--- config.mk ---
export PLATFORM = sky130hd
export DESIGN_NAME = tsma_slot_schedule_bit
export DESIGN_NICKNAME = d
export VERILOG_FILES = /design/src/rtl/core/tsma_pkg.sv /design/src/rtl/core/tsma_slot_schedule_bit.sv
export SDC_FILE = /design/constraint.sdc
export NUM_CORES = 1
export LEC_CHECK = 0
export BUFFER_PORTS_ARGS = -buffer_cell sky130_fd_sc_hd__buf_2
export CORE_ASPECT_RATIO = 0.5
export CORE_MARGIN = 2
export CORE_UTILIZATION = 35
export CTS_CLUSTER_SIZE = 24
export DETAILED_ROUTE_END_ITERATION = 6
export PLACE_DENSITY_LB_ADDON = 0.1
export SLEW_MARGIN = 20
export SYNTH_ARGS = -nofsm -noshare
export SYNTH_HDL_FRONTEND = slang
export SYNTH_SLANG_ARGS = --single-unit
--- constraint.sdc ---
create_clock -name clk -period 6.6 [get_ports clk]
set_clock_uncertainty 0.2 [all_clocks]
set_input_delay 0.33 -clock clk [delete_from_list [all_inputs] [get_ports clk]]
set_output_delay 0.33 -clock clk [all_outputs]
set_load 0.01 [all_outputs]
--- src/rtl/core/tsma_pkg.sv ---
// Package: shared constants, register indexes and sequencer state type.
`timescale 1ns / 1ps
package tsma_pkg;

    localparam int SLOT_W = 16;
    localparam int Q_W    = 8;
    localparam int DEG_W  = 3;
    localparam int CFG_W  = 64;
    localparam int IDX_W  = 2;

    localparam logic [IDX_W-1:0] REG_MODULUS = 2'd0;
    localparam logic [IDX_W-1:0] REG_DEGREE  = 2'd1;
    localparam logic [IDX_W-1:0] REG_COEFFS  = 2'd2;

    localparam logic [Q_W-1:0] Q_MIN = 8'd2;

    typedef enum logic [5:0] {
        ST_IDLE = 6'b000001,
        ST_DIV  = 6'b000010,
        ST_XMOD = 6'b000100,
        ST_MUL  = 6'b001000,
        ST_RED  = 6'b010000,
        ST_DONE = 6'b100000
    } seq_state_t;

endpackage

--- src/rtl/core/tsma_slot_schedule_bit.sv ---
// Top level: polynomial slot schedule decision with a shared bit-serial modulo unit.
`timescale 1ns / 1ps
// Takes one slot number and reports whether the node owns that slot: the slot is split
// into subframe index (slot div q) and position (slot mod q), the coefficient polynomial
// is evaluated at the subframe index modulo q by Horner's rule, and transmit is raised
// when the position equals that residue. One restoring divider, one remainder bit per
// cycle over a 17-bit dividend, does all the work: first the slot division, then the
// reduction of the subframe index, then for each coefficient one multiply-add step
// followed by its reduction. A new slot word is taken the cycle after the result word
// leaves. Configuration writes are always taken, since cfg_ready is tied high.
module tsma_slot_schedule_bit #(
    parameter int MAX_DEGREE = 7,
    parameter int COEFF_BITS = 8
) (
    input  logic                          clk,
    input  logic                          rst_n,
    input  logic                          cfg_valid,
    output logic                          cfg_ready,
    input  logic [tsma_pkg::IDX_W-1:0]    cfg_index,
    input  logic [tsma_pkg::CFG_W-1:0]    cfg_data,
    input  logic                          in_valid,
    output logic                          in_ready,
    input  logic [tsma_pkg::SLOT_W-1:0]   slot_number,
    output logic                          out_valid,
    input  logic                          out_ready,
    output logic                          transmit,
    output logic [tsma_pkg::Q_W-1:0]      poly_residue
);
    import tsma_pkg::*;

    localparam int SUM_W   = ((COEFF_BITS > 2 * Q_W) ? COEFF_BITS : 2 * Q_W) + 1;
    localparam int DIV_W   = (SUM_W > SLOT_W) ? SUM_W : SLOT_W;
    localparam int CNT_W   = $clog2(DIV_W + 1);
    localparam int K_W     = (MAX_DEGREE > 1) ? $clog2(MAX_DEGREE + 1) : 1;
    localparam int SHAMT_W = $clog2(COEFF_BITS * MAX_DEGREE + 1);

    logic [Q_W-1:0]   modulus_reg;
    logic [DEG_W-1:0] degree_reg;
    logic [CFG_W-1:0] coeffs_reg;

    seq_state_t       state_reg, state_next;
    logic [CNT_W-1:0] cnt_reg, cnt_next;
    logic [Q_W-1:0]   rem_reg, rem_next;
    logic [DIV_W-1:0] div_reg, div_next;
    logic [Q_W-1:0]   pos_reg, pos_next;
    logic [Q_W-1:0]   x_reg, x_next;
    logic [Q_W-1:0]   r_reg, r_next;
    logic [K_W-1:0]   k_reg, k_next;

    logic [Q_W-1:0]        q_eff;
    logic [K_W-1:0]        deg_eff;
    logic [Q_W:0]          trial;
    logic [Q_W:0]          diff;
    logic                  ge;
    logic [Q_W-1:0]        rem_step;
    logic [DIV_W-1:0]      div_step;
    logic [SHAMT_W-1:0]    shamt;
    logic [CFG_W-1:0]      coeff_shifted;
    logic [COEFF_BITS-1:0] coeff;
    logic [2*Q_W-1:0]      prod;
    logic [DIV_W-1:0]      mac;

    assign q_eff   = (modulus_reg < Q_MIN) ? Q_MIN : modulus_reg;
    assign deg_eff = (int'(degree_reg) > MAX_DEGREE) ? K_W'(MAX_DEGREE) : K_W'(degree_reg);

    // restoring divider step, remainder stays below q
    assign trial    = {rem_reg, div_reg[DIV_W-1]};
    assign ge       = (trial >= {1'b0, q_eff});
    assign diff     = trial - {1'b0, q_eff};
    assign rem_step = ge ? diff[Q_W-1:0] : trial[Q_W-1:0];
    assign div_step = {div_reg[DIV_W-2:0], ge};

    // Horner multiply-add; coefficients past bit 63 shift in as zero
    assign shamt         = SHAMT_W'(COEFF_BITS * int'(k_reg));
    assign coeff_shifted = coeffs_reg >> shamt;
    assign coeff         = coeff_shifted[COEFF_BITS-1:0];
    assign prod          = r_reg * x_reg;
    assign mac           = DIV_W'(prod) + DIV_W'(coeff);

    always_comb
    begin
        state_next = state_reg;
        cnt_next   = cnt_reg;
        rem_next   = rem_reg;
        div_next   = div_reg;
        pos_next   = pos_reg;
        x_next     = x_reg;
        r_next     = r_reg;
        k_next     = k_reg;
        case (state_reg)
            ST_IDLE:
            begin
                if (in_valid)
                begin
                    div_next   = DIV_W'(slot_number);
                    rem_next   = '0;
                    cnt_next   = CNT_W'(DIV_W);
                    state_next = ST_DIV;
                end
            end
            ST_DIV:
            begin
                rem_next = rem_step;
                div_next = div_step;
                cnt_next = cnt_reg - 1'b1;
                if (cnt_reg == CNT_W'(1))
                begin
                    pos_next   = rem_step;
                    rem_next   = '0;
                    cnt_next   = CNT_W'(DIV_W);
                    state_next = ST_XMOD;
                end
            end
            ST_XMOD:
            begin
                rem_next = rem_step;
                div_next = div_step;
                cnt_next = cnt_reg - 1'b1;
                if (cnt_reg == CNT_W'(1))
                begin
                    x_next     = rem_step;
                    r_next     = '0;
                    k_next     = deg_eff;
                    state_next = ST_MUL;
                end
            end
            ST_MUL:
            begin
                div_next   = mac;
                rem_next   = '0;
                cnt_next   = CNT_W'(DIV_W);
                state_next = ST_RED;
            end
            ST_RED:
            begin
                rem_next = rem_step;
                div_next = div_step;
                cnt_next = cnt_reg - 1'b1;
                if (cnt_reg == CNT_W'(1))
                begin
                    r_next = rem_step;
                    if (k_reg == '0)
                    begin
                        state_next = ST_DONE;
                    end
                    else
                    begin
                        k_next     = k_reg - 1'b1;
                        state_next = ST_MUL;
                    end
                end
            end
            ST_DONE:
            begin
                if (out_ready)
                begin
                    state_next = ST_IDLE;
                end
            end
            default:
            begin
                state_next = ST_IDLE;
            end
        endcase
    end

    always_ff @(posedge clk or negedge rst_n)
    begin
        if (!rst_n)
        begin
            state_reg <= ST_IDLE;
            cnt_reg   <= '0;
        end
        else
        begin
            state_reg <= state_next;
            cnt_reg   <= cnt_next;
        end
    end

    always_ff @(posedge clk)
    begin
        rem_reg <= rem_next;
        div_reg <= div_next;
        pos_reg <= pos_next;
        x_reg   <= x_next;
        r_reg   <= r_next;
        k_reg   <= k_next;
    end

    always_ff @(posedge clk or negedge rst_n)
    begin
        if (!rst_n)
        begin
            modulus_reg <= Q_MIN;
            degree_reg  <= '0;
            coeffs_reg  <= '0;
        end
        else if (cfg_valid)
        begin
            case (cfg_index)
                REG_MODULUS: modulus_reg <= cfg_data[Q_W-1:0];
                REG_DEGREE:  degree_reg  <= cfg_data[DEG_W-1:0];
                REG_COEFFS:  coeffs_reg  <= cfg_data;
                default:     ;
            endcase
        end
    end

    assign cfg_ready    = 1'b1;
    assign in_ready     = (state_reg == ST_IDLE);
    assign out_valid    = (state_reg == ST_DONE);
    assign transmit     = (pos_reg == r_reg);
    assign poly_residue = r_reg;

    a_one_in_flight: assert property (@(posedge clk) disable iff (!rst_n)
        !(in_ready && out_valid))
        else $error("input taken while result pending");

    a_residue_range: assert property (@(posedge clk) disable iff (!rst_n)
        out_valid |-> (poly_residue < q_eff))
        else $error("residue not below modulus");

    a_rem_range: assert property (@(posedge clk) disable iff (!rst_n)
        (state_reg == ST_DIV || state_reg == ST_XMOD || state_reg == ST_RED)
        |-> (rem_reg < q_eff))
        else $error("divider remainder out of range");

    a_done_entry: assert property (@(posedge clk) disable iff (!rst_n)
        $rose(out_valid) |-> ($past(state_reg) == ST_RED && $past(k_reg) == '0))
        else $error("result raised before last coefficient");

endmodule

Word-level counts from Yosys, hierarchy flattened

Cells that the tools add are included.

Reduce and logical (&&, ||, !) cells: 17
Div/mod/pow operators: 0
Order comparisons: 2
$mul: 1
Muxes and demuxes: 24
Add/subtract/negate cells: 4
Shifts and indexed selects: 1
Eq/ne operators: 16
Bitwise operators: 0

Operators by type and width:

| operator             | count |
|---|---|
| $shr A64 B6 Y8       | 1 |
| $pmux W17 S3         | 1 |
| $mux W8              | 6 |
| $mux W6              | 6 |
| $pmux W6 S6          | 1 |
| $pmux W8 S4          | 1 |
| $pmux W5 S4          | 1 |
| $add A16 B8 Y17      | 1 |
| $mux W17             | 1 |
| $mul A8 B8 Y16       | 1 |
| $pmux W8 S2          | 1 |
| $reduce_and A2 Y1    | 7 |
| $mux W5              | 2 |
| $ne A2 B2 Y1 const B | 5 |
| $ge A9 B8 Y1         | 1 |
| $mux W3              | 3 |
| $eq A8 B8 Y1         | 1 |
| $lt A8 B2 Y1 const B | 1 |
| $sub A8 B8 Y8        | 1 |
| $eq A6 B1 Y1 const B | 1 |
| $eq A6 B2 Y1 const B | 1 |
| $eq A6 B3 Y1 const B | 1 |
| $eq A6 B4 Y1 const B | 1 |
| $eq A6 B5 Y1 const B | 1 |
| other kinds (18)     | 18 |

Memory bits (read-only): 0
Latch bits: 0
Memories: 0
Bits of input ports: 87
Bits in writable memories: 0
Output and inout bits: 12
Register bits: 138
Logic and storage cells: 76

Logic depth before layout (Yosys ltp)

Gate-level depths: netlist of run 1.

Depth in word-level cells: 6
Gate-level depth with buffers: 18
Depth with buffers taken out: 16

Worst setup path before layout of run 1

OpenSTA, ideal clock, no wires.

Path kind: register to register
Start point: register k_reg[0]
End point: register div_reg[15], data pin
Period minus slack after synthesis: 5.565 ns
Path buffers: 2
Library setup time: 0.259 ns
Path slack: 1.035 ns
Data required time: 6.141 ns
Stages on the path, launching flop included: 18
Arrival: 5.106 ns
Cell sequence: edfxtp_1 -> buf_2 -> buf_2 -> mux4_2 -> mux2i_1 -> fa_1 -> inv_1 -> fa_1 -> fa_1 -> inv_1 -> fa_1 -> inv_1 -> ha_1 -> and3_1 -> a221o_1 -> a31oi_1 -> o21ai_0 -> a211o_1

Word-level cells in the longest chain between the ends: 3

Ends and longest elaborated chain:

| what                   | RTL line                      | text |
|---|---|---|
| from (decl)            | tsma_slot_schedule_bit.sv:48  | `logic [K_W-1:0] k_reg, k_next;` |
| from (signal assigned) | tsma_slot_schedule_bit.sv:188 | `k_reg <= k_next;` |
| $shr A64 B6 Y8         | tsma_slot_schedule_bit.sv:75  | `assign coeff_shifted = coeffs_reg >> shamt;` |
| $add A16 B8 Y17        | tsma_slot_schedule_bit.sv:78  | `assign mac = DIV_W'(prod) + DIV_W'(coeff);` |
| $pmux W17 S3           | tsma_slot_schedule_bit.sv:90  | `case (state_reg)` |
| net div_next[15]       | tsma_slot_schedule_bit.sv:44  | `logic [DIV_W-1:0] div_reg, div_next;` |
| to (signal assigned)   | tsma_slot_schedule_bit.sv:184 | `div_reg <= div_next;` |
| to (decl)              | tsma_slot_schedule_bit.sv:44  |  |

The timed path passes the listed nets, and every way through them passes these cells.
A chain may end at the register's enable or synchronous reset.

Worst setup path after layout of run 1

Same ends and word-level chain as after synthesis.

==> key figures, run 1 <==
Run status
  • Outcome: finished, final reports clean

Yosys
  • Synthesized flop and latch total: 138
  • Post-synth EDFFs: 52
  • Seq/Total Area, Yosys: 41.5%
  • Syn avg cell area: 11.5 um^2
  • Post-synthesis instance total: 778
  • Post-synth ARST share: 62.3%
  • Area of the mapped netlist: 8960 um^2
  • Synth unique cells: 61
  • Syn_nets: 962
  • Yosys warns: 0
  • Ys flop type: dfrtp_1

Pwr
  • Max rail drop VDD: 0.168 mV
  • Pleak: 4.93 nW
  • Power Density: 345 nW/um^2

Critical path
  • R2R setup slack: 0.69 ns
  • Crit Reg-Reg Startpoint: k_reg[0]$_DFFE_PP_
  • Crit path launch type: flop
  • Worst path required time: 6.58 ns
  • Slowest CP cell: fa_1
  • Critical Path AT: 5.89 ns
  • Worst-path cell chain: buf_4, mux4_2, mux2i_1, fa_1, inv_1, fa_1, fa_1, inv_1, fa_1, inv_1, ha_1, and3_1, a221o_1, a31oi_1, o21ai_0, a211o_1
  • Worst r2r path cells: 16
  • CP peak stage delay: 0.54 ns
  • Worst R2R End: div_reg[15]$_DFFE_PP_
  • Path type of the worst setup path: flop to flop
  • Worst Setup End Kind: flop
  • Crit Path Max Fanout: 6
  • Most used cell, CP: fa_1

Min path
  • Hold_sp: in_valid
  • WHS Endpoint: state_reg[1]$_DFFE_PN0P_
  • Hold Crit Class: primary input to flop
  • Hold depth: 3

Final layout
  • Largest register FFs: 64
  • Net count, final: 1133
  • Fillers: 2347
  • Share of layout cells above drive strength 1: 24.3%
  • Inserted Diodes: 0
  • Layout area overhead: 23.9%

Die
  • I/O pin cnt: 99
  • Die ar.: 27000 um^2
  • Rows: 41
  • Initial Util: 35.6%
  • Die height: 117 um
  • Die width: 230 um
  • Core region area: 25200 um^2

CTS
  • CTS buffer count: 17
  • Clk sink count: 138
  • Worst-Skew Late Latency: 0.44 ns
  • H-tree Lvls: 4
  • Post-CTS Repair Setup Buffers: 0
  • Root Buffer: clkbuf_16
  • Clock buffer depth: 2
  • CTS tree: yes
  • Clock slew at reported path FFs: 0.06 ns

Drt
  • Vias/cell: 4.90
  • Initial DRC count: 331
  • Routed Wire Length: 22800 um
  • DR vias: 6394
  • DRC: 0
  • DRT Pass-1 Iters: 4
  • Wire length per cell: 17.5 um
  • Antenna viol nets, final: 0

Global routing
  • Largest net degree at the start of global routing: 67
  • GRT overflow: 0
  • Initial antenna violation count: 0
  • Global-route wire length before repair: 36400 um
  • Vias in the first global route: 6456
  • Total GRT Usage: 17.8%

Placed design
  • Port bufs: 97
  • Hpwl dp: 17000 um
  • Gpl congestion: 0.808
  • DP Worst Slack: 0.698 ns

STA
  • Final WS setup: 0.692 ns
  • Slew @ Worst Pin: 1.04 ns
  • RSZ-0062 raised after global routing: false
  • Setup-failing EPs final: 0
  • Upper clock frequency limit: 0.169 GHz
  • Setup TNS: 0 ns
  • Relative slew slack: 30.5%
  • Fin crit share: 89.5%
  • Fin. Hold Viols: 0
  • Slew Limit Fails: 0
  • Final min period: 5.91 ns

Flow run
  • MaxCap Viol Count: 0
layout by cell type, fill, tap and decap left out, drive strengths merged, types with 7 or more instances in the layout:
master | netlist | layout
buf | 10 | 112
dfrtp | 84 | 84
inv | 75 | 79
dlygate4sd3 | 0 | 74
mux2 | 72 | 72
nand2 | 62 | 62
ha | 52 | 52
edfxtp | 52 | 52
fa | 45 | 45
and2 | 39 | 39
o21ai | 34 | 34
a21oi | 27 | 27
nor2 | 25 | 25
clkbuf | 24 | 24
mux4 | 16 | 16
nand3 | 15 | 15
xnor2 | 14 | 14
a22oi | 13 | 13
a21o | 11 | 11
nor2b | 7 | 7
metrics by stage:
stage | hold slack [ns] | cells | util (%) | instance area (um^2) | power (mW)
global route | 0.0147 | 1305 | 44.1 | 11100 | 4.14
CTS | 0.00119 | 1305 | 44.1 | 11100 | 3.87
finish | 0.0256 | 1305 | 44.1 | 11100 | 3.83
detailed placement | 0.0493 | 1200 | 39.1 | 9850 | 2.96
global placement | 0.0454 | 1200 | 39.1 | 9850 | 2.94
floorplan | -0.166 | 778 | - | 8960 | 2.48
kinds of logic after synthesis:
kind of cell | Yosys count | synth area share, %
AO/OA/AOI/OAI | 125 | 9.12
XOR/XNOR | 18 | 1.76
adder cells (fa/ha/maj) | 97 | 17.3
buffers and inverters | 109 | 4.79
flip-flops | 138 | 41.5
multiplexers | 94 | 13.7
other | 1 | 0.0418
AND/OR/NAND/NOR | 196 | 11.8
worst max-delay path: cells and delay by family, from the launching register on:
| kind | cells | cell delay (ns) |
|---|---|---|
| mux | 2 | 0.85 |
| flops | 1 | 0.51 |
| fa+ha+maj | 5 | 2.30 |
| compound gates | 4 | 1.18 |
| simple gates | 1 | 0.19 |
| buf+inv | 4 | 0.41 |
final cells by class:
cell class / instances / area [um^2] / share of cell area, %
Sequential cell: 138 / 3720 / 33.5
Clock inverter: 7 / 42.5 / 0.383
Tap cell: 344 / 430 / 3.88
Timing Repair Buffer: 186 / 1340 / 12.1
Clock buffer: 24 / 462 / 4.16
Inverter: 75 / 282 / 2.54
Multi-Input combinational cell: 531 / 4830 / 43.5
Yosys cell counts (all sizes together), types with 14 or more instances:
cell    count  area share (%)
a21oi      27             1.5
and2       39             2.7
clkbuf     24             1.0
dfrtp      84              23
edfxtp     52              17
fa         45              10
ha         52             7.3
inv        75             3.1
mux2       72             9.0
mux4       16             4.0
nand2      62             2.6
nand3      15            0.84
nor2       25             1.0
o21ai      34             1.9
xnor2      14             1.4
power by group:
part | switching, mW | internal, mW
Combinational | 0.966 | 0.691
Sequential | 0.138 | 1.19
Clock | 0.364 | 0.487
what timing repair did:
item                                    4_1_cts  5_1_grt
hold buffers                                 74        0
hold endpoints to repair                    104        0
gates resized for setup                       0        0
endpoints found under the setup margin        0        0
worst max-delay path by stage:
| stage | startpoint | to | slack [ns] | cells past startpoint |
|---|---|---|---|---|
| finish | k_reg[0]$_DFFE_PP_ | div_reg[15]$_DFFE_PP_ | 0.69 | 16 |
| detailed placement | k_reg[1]$_DFFE_PP_ | div_reg[15]$_DFFE_PP_ | 0.70 | 15 |
| floorplan | k_reg[0]$_DFFE_PP_ | div_reg[15]$_DFFE_PP_ | 1.04 | 17 |
| CTS | k_reg[1]$_DFFE_PP_ | div_reg[15]$_DFFE_PP_ | 0.68 | 15 |
| global route | k_reg[0]$_DFFE_PP_ | div_reg[15]$_DFFE_PP_ | 0.41 | 16 |
| global placement | k_reg[0]$_DFFE_PP_ | div_reg[15]$_DFFE_PP_ | 0.85 | 16 |
per-layer routing:
layer  GRT usage (%)  wire length [um]  up-vias
met3            3.68               764       22
met1            25.0             11500     3156
met5               0                 0        -
met4            5.16               365        0
met2            28.2             10200      120
li1                -                 -     3096
Note: power is estimated with default switching activity, not from simulation.
==> run 2: changes to the inputs <==
--- a/config.mk
+++ b/config.mk
@@ -11,7 +11,6 @@
 export CORE_UTILIZATION = 35
 export CTS_CLUSTER_SIZE = 24
 export DETAILED_ROUTE_END_ITERATION = 6
-export PLACE_DENSITY_LB_ADDON = 0.1
 export SLEW_MARGIN = 20
 export SYNTH_ARGS = -nofsm -noshare
 export SYNTH_HDL_FRONTEND = slang
==> run 2 against run 1 <==
  * Cell area grew 0.99%
  * Worst setup slack gained 0.070 ns
  * Final cell count shrank 0.15%
  * Critical endpoint unchanged
  * Combinational power shrank 4%
  * Largest cell class unchanged
  * Fmax grew 1.2%
==> key figures, run 2 (synthesis results as in run 1) <==
Run status
  • Outcome: finished, final reports clean

CTS
  • H-tree Lvls: 4 (unchanged)
  • Clock buffer depth: 2 (unchanged)
  • Clock slew at reported path FFs: 0.07 ns (about the same)
  • Worst-Skew Late Latency: 0.44 ns (about the same)
  • Clk sink count: 138 (unchanged)
  • Post-CTS Repair Setup Buffers: 0 (unchanged)
  • CTS buffer count: 17 (unchanged)
  • Root Buffer: clkbuf_16
  • CTS tree: yes

Global routing
  • Vias in the first global route: 6540 (+1.3%)
  • GRT overflow: 0 (unchanged)
  • Initial antenna violation count: 0 (unchanged)
  • Total GRT Usage: 16.6% (-1.2 points)
  • Largest net degree at the start of global routing: 87 (+30%)
  • Global-route wire length before repair: 35000 um (-4.0%)

Placed design
  • Hpwl dp: 16000 um (-6.0%)
  • Gpl congestion: 0.832 (+2.9%)
  • Port bufs: 97 (unchanged)

Critical path
  • Crit Path Max Fanout: 17 (+11)
  • Crit path launch type: flop
  • Worst path required time: 6.58 ns (about the same)
  • Worst Setup End Kind: flop
  • Critical Path AT: 5.82 ns (-0.07 ns)
  • Path type of the worst setup path: flop to flop
  • Worst r2r path cells: 15 (-1)

Final layout
  • Net count, final: 1130 (-0.26%)
  • Core Util, Final: 44.5% (+0.44 points)
  • Inserted Diodes: 0 (unchanged)
  • Layout area overhead: 25.1%
  • Fillers: 2320 (-1.2%)
  • Most frequent cells in the layout: 96 x buf_2, 84 x dfrtp_1, 75 x inv_1, 75 x dlygate4sd3_1, 72 x mux2_2
  • Share of layout cells above drive strength 1: 24.9% (+0.57 points)
  • Largest register FFs: 64 (unchanged)
  • Most common cell after layout, fill and taps aside: buf_2

Drt
  • Routed Wire Length: 21400 um (-6.3%)
  • DRC: 0 (unchanged)
  • Wire length per cell: 16.4 um (-6.1%)
  • Antenna viol nets, final: 0 (unchanged)
  • DR vias: 6446 (+0.81%)
  • Initial DRC count: 386 (+17%)
  • DRT Pass-1 Iters: 4 (unchanged)
  • Vias/cell: 4.95 (+0.97%)

STA
  • Relative slew slack: 39.1% (+8.6 points)
  • Setup TNS: 0 ns (unchanged)
  • Upper clock frequency limit: 0.171 GHz (+1.2%)
  • Slew Limit Fails: 0 (unchanged)
  • Slew @ Worst Pin: 0.911 ns (-0.128 ns)
  • Setup-failing EPs final: 0 (unchanged)
  • Fin crit share: 88.5% (-1.1 points)
  • RSZ-0062 raised after global routing: false
  • Final min period: 5.84 ns (-0.0700 ns)
  • Fin. Hold Viols: 0 (unchanged)

Flow run
  • MaxCap Viol Count: 0 (unchanged)

Die
  • Die height: 117 um (unchanged)
  • Die ar.: 27000 um^2 (unchanged)
  • I/O pin cnt: 99 (unchanged)
  • Rows: 41 (unchanged)
  • Core region area: 25200 um^2 (unchanged)
  • Die width: 230 um (unchanged)
  • Initial Util: 35.6% (unchanged)

Pwr
  • Total power: 3.91 mW (+2.0%)
  • Max rail drop VDD: 0.213 mV (+26%)
  • Power Density: 349 nW/um^2 (+0.96%)
  • Pleak: 4.97 nW (+0.72%)

Min path
  • Hold Crit Class: primary input to flop
  • Hold depth: 3 (unchanged)
run 2: cell count changes in the layout (fill, tap and decap cells not counted), sizes merged:
cell and delta:
inv +5, clkbuf -7, clkinv +3, buf -4, dlygate4sd3 +1
run 2: layout make-up:
type                       instances  area [um^2]  area share, %
inverter                          75          282           2.51
tap                              344          430           3.84
clock buffer                      17          425           3.80
clock inverter                    15          189           1.69
multi-input combinational        531         4840           43.2
sequential                       138         3720           33.2
timing repair buffer             183         1330           11.8
run 2: stage by stage:
stage / worst slack, ns / area, um^2 / hold slack, ns / cells
2_1_floorplan: 1.04 / 8960 / -0.166 / 778
4_1_cts: 0.782 / 11200 / 0.00149 / 1303
3_3_place_gp: 0.916 / 9830 / 0.284 / 1196
6_report: 0.762 / 11200 / 0.00925 / 1303
3_5_place_dp: 0.797 / 9830 / 0.291 / 1196
5_1_grt: 0.503 / 11200 / 0.0164 / 1303
run 2: what timing repair did:
action                                  in CTS  in global routing
gates resized for setup                      0                  0
hold buffers                                75                  0
endpoints found under the hold margin      166                  0
endpoints found under the setup margin       0                  0
run 2: path summary, 6_finish.rpt:
check | startpoint | endpoint | slack (ns)
max | k_reg[1]$_DFFE_PP_ | div_reg[15]$_DFFE_PP_ | 0.76
min in group asynchronous | rst_n | modulus_reg[7]$_DFFE_PN0P_ | 0.34
max in group asynchronous | rst_n | coeffs_reg[35]$_DFFE_PN0P_ | 5.32
max reg2reg | k_reg[1]$_DFFE_PP_ | div_reg[15]$_DFFE_PP_ | 0.76
min reg2reg | coeffs_reg[56]$_DFFE_PN0P_ | coeffs_reg[56]$_DFFE_PN0P_ | 0.30
min | slot_number[9] | div_reg[9]$_DFFE_PP_ | 0.009
run 2: routing by layer:
metal	up-vias	GRT usage, %	part of all wire, %
met5	-	0	0
met4	0	4.69	1.1
met3	14	2.62	2.3
met2	98	27.7	48
met1	3243	22.7	49
li1	3091	-	-
run 2: worst max-delay path, stage by stage, from the launching register on:
cell and delay, ns:
edfxtp_1 0.82, mux4_2 0.41, mux2i_1 0.30, fa_1 0.48, inv_1 0.09, fa_1 0.44, fa_1 0.49, inv_1 0.06
fa_1 0.53, inv_1 0.04, ha_1 0.35, and3_1 0.19, a221o_1 0.38, a31oi_1 0.39, o21ai_0 0.14, a211o_1 0.28
run 2: power by group:
part	total, mW	switching, mW	internal, mW
clock network	0.981	0.463	0.518
registers	1.32	0.139	1.18
logic	1.60	0.919	0.683
total	3.91	1.52	2.39
